<file path="src/sv/rs2pc_pkg.sv">
// ----------------------------------------------------------------------------
// rs2pc_pkg
// Shared constants and types of the two-phase radio setting controller.
// ----------------------------------------------------------------------------
package rs2pc_pkg;

  // Packet layout
  localparam logic [3:0] IDX_DST     = 4'd0;
  localparam logic [3:0] IDX_SRC     = 4'd1;
  localparam logic [3:0] IDX_TYPE    = 4'd2;
  localparam logic [3:0] IDX_CMD     = 4'd3;
  localparam logic [3:0] IDX_VER     = 4'd4;
  localparam logic [3:0] IDX_CODE_HI = 4'd5;
  localparam logic [3:0] IDX_CODE_LO = 4'd6;
  localparam logic [3:0] IDX_POWER   = 4'd7;
  localparam logic [3:0] IDX_FACTOR  = 4'd9;
  localparam logic [3:0] IDX_DELAY   = 4'd10;
  localparam logic [3:0] IDX_FINAL   = 4'd11;
  localparam logic [3:0] PKT_LEN     = 4'd12;
  localparam logic [3:0] PKT_TOO_LONG = 4'd13;

  // Field codes
  localparam logic [7:0] TYPE_CONTROL = 8'h19;
  localparam logic [7:0] BROADCAST    = 8'hFF;
  localparam logic [7:0] VERSION      = 8'h01;
  localparam logic [7:0] CMD_PREPARE  = 8'h01;
  localparam logic [7:0] CMD_COMMIT   = 8'h02;
  localparam logic [7:0] CMD_RESTORE  = 8'h04;

  // Setting limits and reset values
  localparam logic [4:0] POWER_MIN     = 5'd8;
  localparam logic [4:0] POWER_MAX     = 5'd20;
  localparam logic [3:0] FACTOR_MIN    = 4'd7;
  localparam logic [3:0] FACTOR_MAX    = 4'd9;
  localparam logic [3:0] FACTOR_RESET  = 4'd7;
  localparam logic [4:0] DEF_POWER_RST = 5'd14;
  localparam logic [7:0] NODE_ADDR_RST = 8'd1;
  localparam logic [7:0] CTRL_ADDR_RST = 8'd3;

  // Wait timing
  localparam logic [14:0] DELAY_UNIT_MS = 15'd100;
  localparam logic [14:0] MIN_WAIT_MS   = 15'd200;

  // Configuration register indexes
  localparam logic [1:0] CFG_NODE_ADDR = 2'd0;
  localparam logic [1:0] CFG_CTRL_ADDR = 2'd1;
  localparam logic [1:0] CFG_DEF_POWER = 2'd2;

  // Result kinds
  localparam logic ACT_ACK   = 1'b0;
  localparam logic ACT_APPLY = 1'b1;

  // Fields of a collected packet
  typedef struct packed {
    logic [7:0]  dst;
    logic [7:0]  src;
    logic [7:0]  kind;
    logic [7:0]  cmd;
    logic [7:0]  ver;
    logic [15:0] code;
    logic [7:0]  power;
    logic [7:0]  factor;
    logic [7:0]  delay;
  } pkt_t;

  // One result item
  typedef struct packed {
    logic [14:0] wait_ms;
    logic [3:0]  spreading_factor;
    logic [4:0]  tx_power_dbm;
    logic [15:0] command_code;
    logic        action;
  } result_t;

  // Configuration seen by the decision logic
  typedef struct packed {
    logic [7:0] node_addr;
    logic [7:0] ctrl_addr;
    logic [4:0] def_power;
  } cfg_t;

endpackage

</file>
<file path="src/sv/rs2pc_collect.sv">
// ----------------------------------------------------------------------------
// rs2pc_collect
// Counts packet bytes and captures the fields of a control packet.
// ----------------------------------------------------------------------------
module rs2pc_collect import rs2pc_pkg::*; (
  input  logic clk_i,
  input  logic rst_ni,
  input  logic accept_i,
  input  logic [7:0] byte_i,
  input  logic last_i,
  output pkt_t pkt_o,
  output logic complete_o,
  output logic final_slot_o
);

  logic [3:0] count_q, count_d;
  pkt_t       pkt_q;

  // Advance the byte count, saturate on long packets, restart at the end
  always_comb begin
    count_d = count_q;
    if (accept_i) begin
      if (last_i) begin
        count_d = '0;
      end else if (count_q < PKT_LEN) begin
        count_d = count_q + 4'd1;
      end else begin
        count_d = PKT_TOO_LONG;
      end
    end
  end

  always_ff @(posedge clk_i or negedge rst_ni) begin
    if (!rst_ni) begin
      count_q <= '0;
    end else begin
      count_q <= count_d;
    end
  end

  // Capture each field at its byte position
  always_ff @(posedge clk_i) begin
    if (accept_i) begin
      case (count_q)
        IDX_DST:     pkt_q.dst         <= byte_i;
        IDX_SRC:     pkt_q.src         <= byte_i;
        IDX_TYPE:    pkt_q.kind        <= byte_i;
        IDX_CMD:     pkt_q.cmd         <= byte_i;
        IDX_VER:     pkt_q.ver         <= byte_i;
        IDX_CODE_HI: pkt_q.code[15:8]  <= byte_i;
        IDX_CODE_LO: pkt_q.code[7:0]   <= byte_i;
        IDX_POWER:   pkt_q.power       <= byte_i;
        IDX_FACTOR:  pkt_q.factor      <= byte_i;
        IDX_DELAY:   pkt_q.delay       <= byte_i;
        default: ;
      endcase
    end
  end

  // A packet of exactly twelve bytes ends on the final slot
  assign final_slot_o = (count_q == IDX_FINAL);
  assign complete_o   = accept_i && last_i && final_slot_o;
  assign pkt_o        = pkt_q;

endmodule

</file>
<file path="src/sv/rs2pc_decide.sv">
// ----------------------------------------------------------------------------
// rs2pc_decide
// Checks a complete packet, keeps the pending and current settings and
// builds the result item.
// ----------------------------------------------------------------------------
module rs2pc_decide import rs2pc_pkg::*; (
  input  logic    clk_i,
  input  logic    rst_ni,
  input  logic    complete_i,
  input  pkt_t    pkt_i,
  input  cfg_t    cfg_i,
  output logic    res_valid_o,
  output result_t res_o
);

  logic [15:0] pend_code_q, pend_code_d;
  logic [4:0]  pend_power_q, pend_power_d;
  logic [3:0]  pend_factor_q, pend_factor_d;
  logic [4:0]  cur_power_q, cur_power_d;
  logic [3:0]  cur_factor_q, cur_factor_d;

  logic        pkt_ok;
  logic        power_ok, factor_ok;
  logic [14:0] wait_raw, wait_ms;
  logic [4:0]  apply_power;
  logic [3:0]  apply_factor;
  logic        apply_ok;

  // Header and range checks of the packet
  always_comb begin
    power_ok  = pkt_i.power inside {[8'(POWER_MIN) : 8'(POWER_MAX)]};
    factor_ok = pkt_i.factor inside {[8'(FACTOR_MIN) : 8'(FACTOR_MAX)]};
    pkt_ok = (pkt_i.dst == cfg_i.node_addr || pkt_i.dst == BROADCAST) &&
             (pkt_i.src == cfg_i.ctrl_addr) &&
             (pkt_i.kind == TYPE_CONTROL) &&
             (pkt_i.ver == VERSION) &&
             (pkt_i.code != '0) && power_ok && factor_ok;
  end

  // Wait time, at least the minimum
  assign wait_raw = 15'(pkt_i.delay) * DELAY_UNIT_MS;
  assign wait_ms  = (wait_raw < MIN_WAIT_MS) ? MIN_WAIT_MS : wait_raw;

  // Command handling
  always_comb begin
    pend_code_d   = pend_code_q;
    pend_power_d  = pend_power_q;
    pend_factor_d = pend_factor_q;
    cur_power_d   = cur_power_q;
    cur_factor_d  = cur_factor_q;
    res_valid_o   = 1'b0;
    res_o.action           = ACT_ACK;
    res_o.command_code     = pkt_i.code;
    res_o.tx_power_dbm     = cur_power_q;
    res_o.spreading_factor = cur_factor_q;
    res_o.wait_ms          = '0;

    // Setting that an apply would take
    if (pkt_i.cmd == CMD_RESTORE) begin
      apply_power  = cfg_i.def_power;
      apply_factor = FACTOR_RESET;
    end else begin
      apply_power  = pend_power_q;
      apply_factor = pend_factor_q;
    end
    apply_ok = (apply_power inside {[POWER_MIN : POWER_MAX]}) &&
               (apply_factor inside {[FACTOR_MIN : FACTOR_MAX]});

    if (complete_i && pkt_ok) begin
      case (pkt_i.cmd)
        CMD_PREPARE: begin
          pend_code_d   = pkt_i.code;
          pend_power_d  = pkt_i.power[4:0];
          pend_factor_d = pkt_i.factor[3:0];
          res_valid_o   = 1'b1;
        end
        CMD_COMMIT, CMD_RESTORE: begin
          if (pkt_i.cmd == CMD_RESTORE) begin
            pend_code_d   = pkt_i.code;
            pend_power_d  = cfg_i.def_power;
            pend_factor_d = FACTOR_RESET;
          end
          if ((pkt_i.cmd == CMD_RESTORE || pend_code_q == pkt_i.code) && apply_ok) begin
            cur_power_d            = apply_power;
            cur_factor_d           = apply_factor;
            res_valid_o            = 1'b1;
            res_o.action           = ACT_APPLY;
            res_o.tx_power_dbm     = apply_power;
            res_o.spreading_factor = apply_factor;
            res_o.wait_ms          = wait_ms;
          end
        end
        default: ;
      endcase
    end
  end

  always_ff @(posedge clk_i or negedge rst_ni) begin
    if (!rst_ni) begin
      pend_code_q   <= '0;
      pend_power_q  <= DEF_POWER_RST;
      pend_factor_q <= FACTOR_RESET;
      cur_power_q   <= DEF_POWER_RST;
      cur_factor_q  <= FACTOR_RESET;
    end else begin
      pend_code_q   <= pend_code_d;
      pend_power_q  <= pend_power_d;
      pend_factor_q <= pend_factor_d;
      cur_power_q   <= cur_power_d;
      cur_factor_q  <= cur_factor_d;
    end
  end

endmodule

</file>
<file path="src/sv/radio_setting_two_phase_commit.sv">
// ----------------------------------------------------------------------------
// radio_setting_two_phase_commit
// Two-phase radio setting control driven by received packet bytes.
// ----------------------------------------------------------------------------
// Usage:
//   s_axis carries one received byte per item, tlast on the final byte of a
//   packet. Only exact twelve-byte control packets are evaluated.
//   m_axis carries one result per accepted packet: tuser 0 is a prepare
//   acknowledge with the current setting, tuser 1 an apply of a new setting.
//   cfg writes node address, controller address and default power; write
//   only while no packet is in flight.
//   Throughput: one byte per cycle while no byte is held back. The result
//   appears in the cycle after the final byte is accepted, from the output register.
//   Stall: while a result waits in the output register, bytes keep flowing;
//   only the twelfth byte of a packet is held back until the result leaves.
//   Reset: byte count cleared, pending code zero, pending and current
//   setting at 14 dBm with factor 7, registers back to their reset values.
// ----------------------------------------------------------------------------
module radio_setting_two_phase_commit import rs2pc_pkg::*; (
  input  logic        clk_i,
  input  logic        rst_ni,
  // Byte input: tdata = rx_byte[7:0]; tlast = end_of_packet
  input  logic        s_axis_tvalid,
  output logic        s_axis_tready,
  input  logic [7:0]  s_axis_tdata,
  input  logic        s_axis_tlast,
  // Result output: tdata = command_code[15:0], tx_power_dbm[20:16],
  //   spreading_factor[24:21], wait_ms[39:25]; tuser = action
  output logic        m_axis_tvalid,
  input  logic        m_axis_tready,
  output logic [39:0] m_axis_tdata,
  output logic        m_axis_tuser,
  // Configuration write
  input  logic        cfg_valid_i,
  output logic        cfg_ready_o,
  input  logic [1:0]  cfg_index_i,
  input  logic [7:0]  cfg_data_i
);

  cfg_t    cfg_q;
  pkt_t    pkt;
  logic    accept, complete, final_slot;
  logic    res_valid;
  result_t res;
  logic    out_valid_q, out_valid_d;
  result_t out_q;

  // Configuration registers
  assign cfg_ready_o = 1'b1;

  always_ff @(posedge clk_i or negedge rst_ni) begin
    if (!rst_ni) begin
      cfg_q.node_addr <= NODE_ADDR_RST;
      cfg_q.ctrl_addr <= CTRL_ADDR_RST;
      cfg_q.def_power <= DEF_POWER_RST;
    end else if (cfg_valid_i) begin
      case (cfg_index_i)
        CFG_NODE_ADDR: cfg_q.node_addr <= cfg_data_i;
        CFG_CTRL_ADDR: cfg_q.ctrl_addr <= cfg_data_i;
        CFG_DEF_POWER: cfg_q.def_power <= cfg_data_i[4:0];
        default: ;
      endcase
    end
  end

  // Hold the final byte only while a result is still waiting
  assign s_axis_tready = !(final_slot && out_valid_q && !m_axis_tready);
  assign accept        = s_axis_tvalid && s_axis_tready;

  rs2pc_collect u_collect (
    .clk_i        (clk_i),
    .rst_ni       (rst_ni),
    .accept_i     (accept),
    .byte_i       (s_axis_tdata),
    .last_i       (s_axis_tlast),
    .pkt_o        (pkt),
    .complete_o   (complete),
    .final_slot_o (final_slot)
  );

  rs2pc_decide u_decide (
    .clk_i       (clk_i),
    .rst_ni      (rst_ni),
    .complete_i  (complete),
    .pkt_i       (pkt),
    .cfg_i       (cfg_q),
    .res_valid_o (res_valid),
    .res_o       (res)
  );

  // Output register: load a new result, drop it once taken
  always_comb begin
    out_valid_d = out_valid_q;
    if (res_valid) begin
      out_valid_d = 1'b1;
    end else if (m_axis_tready) begin
      out_valid_d = 1'b0;
    end
  end

  always_ff @(posedge clk_i or negedge rst_ni) begin
    if (!rst_ni) begin
      out_valid_q <= 1'b0;
    end else begin
      out_valid_q <= out_valid_d;
    end
  end

  always_ff @(posedge clk_i) begin
    if (res_valid) begin
      out_q <= res;
    end
  end

  assign m_axis_tvalid = out_valid_q;
  assign m_axis_tuser  = out_q.action;
  assign m_axis_tdata  = {out_q.wait_ms, out_q.spreading_factor,
                          out_q.tx_power_dbm, out_q.command_code};

`ifndef SYNTHESIS
  // A new result never overwrites one still waiting
  assert property (@(posedge clk_i) disable iff (!rst_ni)
    res_valid |-> !(out_valid_q && !m_axis_tready))
    else $error("result overwrote a pending output");

  // Every reported power lies in the legal range
  assert property (@(posedge clk_i) disable iff (!rst_ni)
    m_axis_tvalid |-> (m_axis_tdata[20:16] >= POWER_MIN && m_axis_tdata[20:16] <= POWER_MAX))
    else $error("output power out of range");

  // An acknowledge carries no wait, an apply at least the minimum
  assert property (@(posedge clk_i) disable iff (!rst_ni)
    m_axis_tvalid |-> (m_axis_tuser ? (m_axis_tdata[39:25] >= MIN_WAIT_MS)
                                    : (m_axis_tdata[39:25] == '0)))
    else $error("wait time does not match the result kind");
`endif

endmodule

</file>
<file path="config.mk">
export PLATFORM = sky130hd
export DESIGN_NAME = radio_setting_two_phase_commit
export DESIGN_NICKNAME = d
export VERILOG_FILES = /design/src/sv/rs2pc_pkg.sv /design/src/sv/rs2pc_collect.sv /design/src/sv/rs2pc_decide.sv /design/src/sv/radio_setting_two_phase_commit.sv
export SDC_FILE = /design/constraint.sdc
export NUM_CORES = 1
export LEC_CHECK = 0
export BUFFER_PORTS_ARGS = -buffer_cell sky130_fd_sc_hd__buf_2
export CORE_ASPECT_RATIO = 1.5
export CORE_MARGIN = 5
export CORE_UTILIZATION = 25
export CTS_BUF_LIST = sky130_fd_sc_hd__clkbuf_4
export DETAILED_ROUTE_END_ITERATION = 10
export GPL_ROUTABILITY_DRIVEN = 0
export PLACE_DENSITY_LB_ADDON = 0.05
export SYNTH_ARGS = -nofsm -noshare
export SYNTH_HDL_FRONTEND = slang
export SYNTH_SLANG_ARGS = --single-unit
</file>
<file path="constraint.sdc">
create_clock -name clk_i -period 8.8 [get_ports clk_i]
set_input_delay 2.2 -clock clk_i [delete_from_list [all_inputs] [get_ports clk_i]]
set_output_delay 2.2 -clock clk_i [all_outputs]
set_load 0.01 [all_outputs]
</file>
# == Yosys cells after proc, flatten, opt, wreduce, memory -nomap -nowiden ==
# Cells that the tools add are included.
# classes
n_eq_ne,22
reduce_logical,46
bitwise,3
addsub,1
n_mux,17
order_cmp,10
multipliers,1
# op_table
operator,count
case mux 16 bit (2 select lines),1
AND reduction 2 bit,15
two-way mux 9 bit,3
logical AND 1 bit,18
== test 16 bit,1
== test 4 x 3 -> 1 bit (second input constant),4
== test 8 x 1 -> 1 bit (second input constant),2
== test 8 bit,2
two-way mux 16 bit,1
nonzero test 16 bit,1
less-than comparator 15 x 8 -> 1 bit (second input constant),1
multiplier 8 x 5 -> 13 bit (second input constant),1
== test 4 bit (second input constant),3
two-way mux 4 bit,3
case mux 5 bit (2 select lines),1
== test 4 x 2 -> 1 bit (second input constant),2
== test 8 x 2 -> 1 bit (second input constant),1
== test 8 x 3 -> 1 bit (second input constant),1
== test 8 x 5 -> 1 bit (second input constant),1
== test 8 bit (second input constant),1
greater-or-equal comparator 8 x 3 -> 1 bit (second input constant),1
greater-or-equal comparator 8 x 4 -> 1 bit (second input constant),1
less-or-equal comparator 8 x 4 -> 1 bit (second input constant),1
less-or-equal comparator 8 x 5 -> 1 bit (second input constant),1
24 further kinds,33
# totals
ff_bits,181
inputBits,24

# == Depth between registers and ports, before layout ==
# logic_depth
word_depth,11
mapped_depth,12
ltp_nobuf,12

# == Cells and area by module ==
# Synthesis repeated with hierarchy kept, for this count alone.
# unflattened
cells_unflattened,539
hier_area_um2,8114.0
# modules_own_cells
mod,seq_area_each_um2,area_per_inst_um2,instances,cells_per_inst
rs2pc_decide,865.8,3226.8,1,324
rs2pc_collect,2502.4,2787.7,1,122
radio_setting_two_phase_commit,1789.2,2099.5,1,93

# == Worst setup path before layout ==
# OpenSTA, ideal clock, no wires.
# synth_path
path_kind,input-to-reg
start,input port s_axis_tvalid
end,"register out_q, in the netlist m_axis_tdata[0], enable pin"
required_time_ps,8421
stages,9
arrival_time_ps,4420
path_buffers,2
setup_slack_ps,4001
path_cell_list,nand2_1 > nand4bb_1 > or4_1 > nand4bb_1 > or3_1 > buf_6 > inv_8 > buf_4 > or2_2
# synth_via
elab_chain_cells,5
# synth_lines
item,line_no,source
from (decl),radio_setting_two_phase_commit.sv:23,"input logic s_axis_tvalid,"
logical AND 1 bit,radio_setting_two_phase_commit.sv:68,assign accept = s_axis_tvalid && s_axis_tready;
logical AND 1 bit (2 in series),rs2pc_collect.sv:62,assign complete_o = accept_i && last_i && final_slot_o;
logical AND 1 bit,rs2pc_decide.sv:69,if (complete_i && pkt_ok) begin
two-way mux 1 bit,rs2pc_decide.sv:69,
to (signal assigned),radio_setting_two_phase_commit.sv:111,out_q <= res;
to (decl),radio_setting_two_phase_commit.sv:46,result_t out_q;
# Every way passes these cells.
# A chain may end at the register's enable or synchronous reset.

# == Worst setup path in the final report ==
# layout_path
start,input port s_axis_tvalid
end,"register out_q, in the netlist m_axis_tdata[11], enable pin"
# The elaborated chain is that of the path after synthesis.

==> flow_summary.toml <==
[run_status]
status = "complete, no violations"

[routing]
postRouteAntennaNets = 0
drc = 0
initialDrtViolationCount = 138
wirelength_microns = 18900
firstDrtPassIters = 4
post_drt_wl_per_cell_microns = 18.7
dr_total_vias = 4507
post_drt_via_cell_ratio = 4.45

[power_and_ir_drop]
pwr-share-seq_pct = 63.7
power_w = 0.00151
ir_drop_mv = 0.0736
pwr-share-comb_pct = 5.9
switching_power_w = 0.000362
p_int_w = 0.00115
pwr_density_cell_mw_per_mm2 = 169
power.share.switching_pct = 24.0
p_leak_nw = 3.28
power_frac_clock_pct = 30.4

[yosys]
ys_dominant_reg_cell = "edfxtp_1"
yosys_warnings = 0
syn_area_sq_mm = 0.00792
ys_types = 54
synth_area_per_cell_sq_um = 15.2
synth_edf_count = 119
ys_ff_latch = 179
ys_async_sr_fraction_pct = 33.5
seq_area_frac_synth_pct = 64.4
syn_inst = 522

[timing]
finalCritPeriodShare_pct = 57.3
tns_ps = 0
rsz0062_at_grt = "no"
finalCriticalPeriod_ps = 5040
max_clock_freq_mhz = 198
maxSlewHeadroom_pct = 28.0
tightest_slew_ps = 1070
fin_skew_ps = 18.2
setup_viol_count_final = 0
maxSlewViolCount = 0
finalHoldViolCount = 0

[final_layout]
layout_common_cells = "edfxtp_1, buf_2, mux2_2"
final_nets = 654
layout_commonest_cell = "edfxtp_1"
drive_above_1_share_pct = 29.5
syn2layout_area_growth_pct = 13.0

[critical_path]
r2r-end = "m_axis_tdata[11]"
crit_fanout = 39
r2r_cells = 7
cp-startpoint = "s_axis_tvalid"
critPathRequiredTime_ps = 9030
worstPathArrival_ps = 5270
worstReg2RegStart = "u_collect.pkt_o[51]"
regToRegSetupSlack_ps = 4620
critPathLaunchType = "input port"
path_class = "input port to flop"
critPathCaptureType = "flop"

[clocking]
root_buffer = "clkbuf_4"
cts.clk_slew.worst_paths_ps = 150
post_cts_buffers = 0
cts.sinks = 179
clk_latency_ps = 600
ctsResizeCount = 0
cts_made_buffers = 17
cts_tree = "done"
clock_path_buffers = 2
cts-hold-fix-buffers = 0
h-tree-depth = 4

[global_routing]
grt_max_degree = 61
grt_pass1_vias = 4935
antenna_found_initial = 1
grtUsageTotal_pct = 11.1
grt.overflow.total = 0
grt_pass1_wl_microns = 29200

[min_path]
hp-class = "flop to flop"
holdPathEnd = "u_decide.pend_factor_q[1]"
holdCritStartpoint = "u_collect.pkt_o[11]"
min_path_cells = 1

[placement]
dp_hpwl_microns = 13900
portBuffers = 64

[die]
io_pins = 68
die_x_microns = 155
dieHeight_microns = 228
start_util_pct = 25.4
dieArea_sq_mm = 0.0354
placeableCoreArea_sq_mm = 0.0311
std_cell_rows = 79

[job]
max-cap-violations = 0
==> routing by layer <==
layer / vias up / wire length, microns / track usage [%]
met5: - / 0 / 0
met1: 2283 / 7510 / 12.2
li1: 2119 / - / -
met3: 24 / 701 / 2.94
met2: 81 / 10300 / 20.5
met4: 0 / 364 / 3.94
==> flip-flops by register name (all words and copies together) (netlist names), 4 cells and up <==
register / flops
u_decide.cur_factor_q: 4
u_decide.pend_code_q: 16
u_collect.count_q: 4
u_decide.cur_power_q: 5
cfg_q: 21
u_decide.pend_factor_q: 4
m_axis_tdata: 38
u_decide.pend_power_q: 5
u_collect.pkt_o: 80
==> kinds of logic (layout without fill, tap and decap cells) <==
group,after synthesis,after routing,share of synthesized area (%)
DFF,179,179,64.4
and+or+nand+nor,105,105,8.63
AOI/OAI and AO/OA,67,67,5.15
muxes,60,60,8.93
xor gates and xnor gates,40,40,4.43
adders and majority gates,37,37,6.13
buffers and inverters,32,115,2.23
other,2,5,0.0949
==> synthesized netlist by cell type, drive strengths merged, types with 4 or more instances <==
cell type  count  area [sq um]
or4            5          37.5
o21ai         14          70.1
dfstp         18           473
o21a           5          37.5
inv           16          67.6
nor4          16           115
and3           7          43.8
and2           8          50.1
xnor2         25           219
nor2           9          33.8
nor3           5          25.0
mux2          58           687
dfrtp         42          1050
clkbuf         4          15.0
a21oi         24           124
nand4         15          93.8
nand2b        11          68.8
nand3b         4          30.0
xor2          15           131
edfxtp       119          3570
buf           12          93.8
o22ai          6          37.5
nor3b          5          37.5
ha            34           425
nand2          5          18.8
a211oi         4          30.0
==> critical path: stages <==
cell and delay [ps]:
buf_2 130, nand2_1 120, nand4bb_1 220, or4_1 520, nand4bb_1 320, or3_1 580, inv_8 270, or2_2 860
==> how the worst max path moves through the flow <==
| stage | cells past startpoint | endpoint | slack, ps |
|---|---|---|---|
| after floorplan | 9 | m_axis_tdata[0] | 4000 |
| after global placement | 8 | m_axis_tdata[11] | 3120 |
| after detailed placement | 8 | m_axis_tdata[11] | 3030 |
| after CTS | 8 | m_axis_tdata[11] | 3750 |
| after global routing | 8 | m_axis_tdata[8] | 3580 |
| final | 8 | m_axis_tdata[11] | 3760 |
==> power by group through the flow <==
| stage | Clock (W) | Combinational, W | Sequential (W) |
|---|---|---|---|
| after floorplan | 0 | 0.0000561 | 0.000966 |
| after global placement | 0 | 0.0000917 | 0.000979 |
| after detailed placement | 0 | 0.0000929 | 0.000980 |
| after CTS | 0.000489 | 0.0000933 | 0.000962 |
| after global routing | 0.000518 | 0.000101 | 0.000965 |
| final | 0.000458 | 0.0000895 | 0.000960 |
==> area by class of cell <==
type	count	area (sq um)
diodes	2	5.00
clock buffers	19	143
clock inverters	13	135
fillers	3177	22200
inverters	16	67.6
multi-input cells	312	2650
flip-flops and latches	179	5100
well taps	405	507
repair buffers	67	340
==> stage by stage <==
step	setup slack, ps	area, sq um	cells	hold WS [ps]	utilization (%)
finish	3760	8940	1013	500	28.7
global route	3580	8940	1013	518	28.7
CTS	3750	8930	1010	509	28.7
detailed placement	3030	8660	978	491	27.8
global placement	3120	8660	978	476	27.8
floorplan	4000	7920	523	428	-
(Power assumes the default switching activity.)
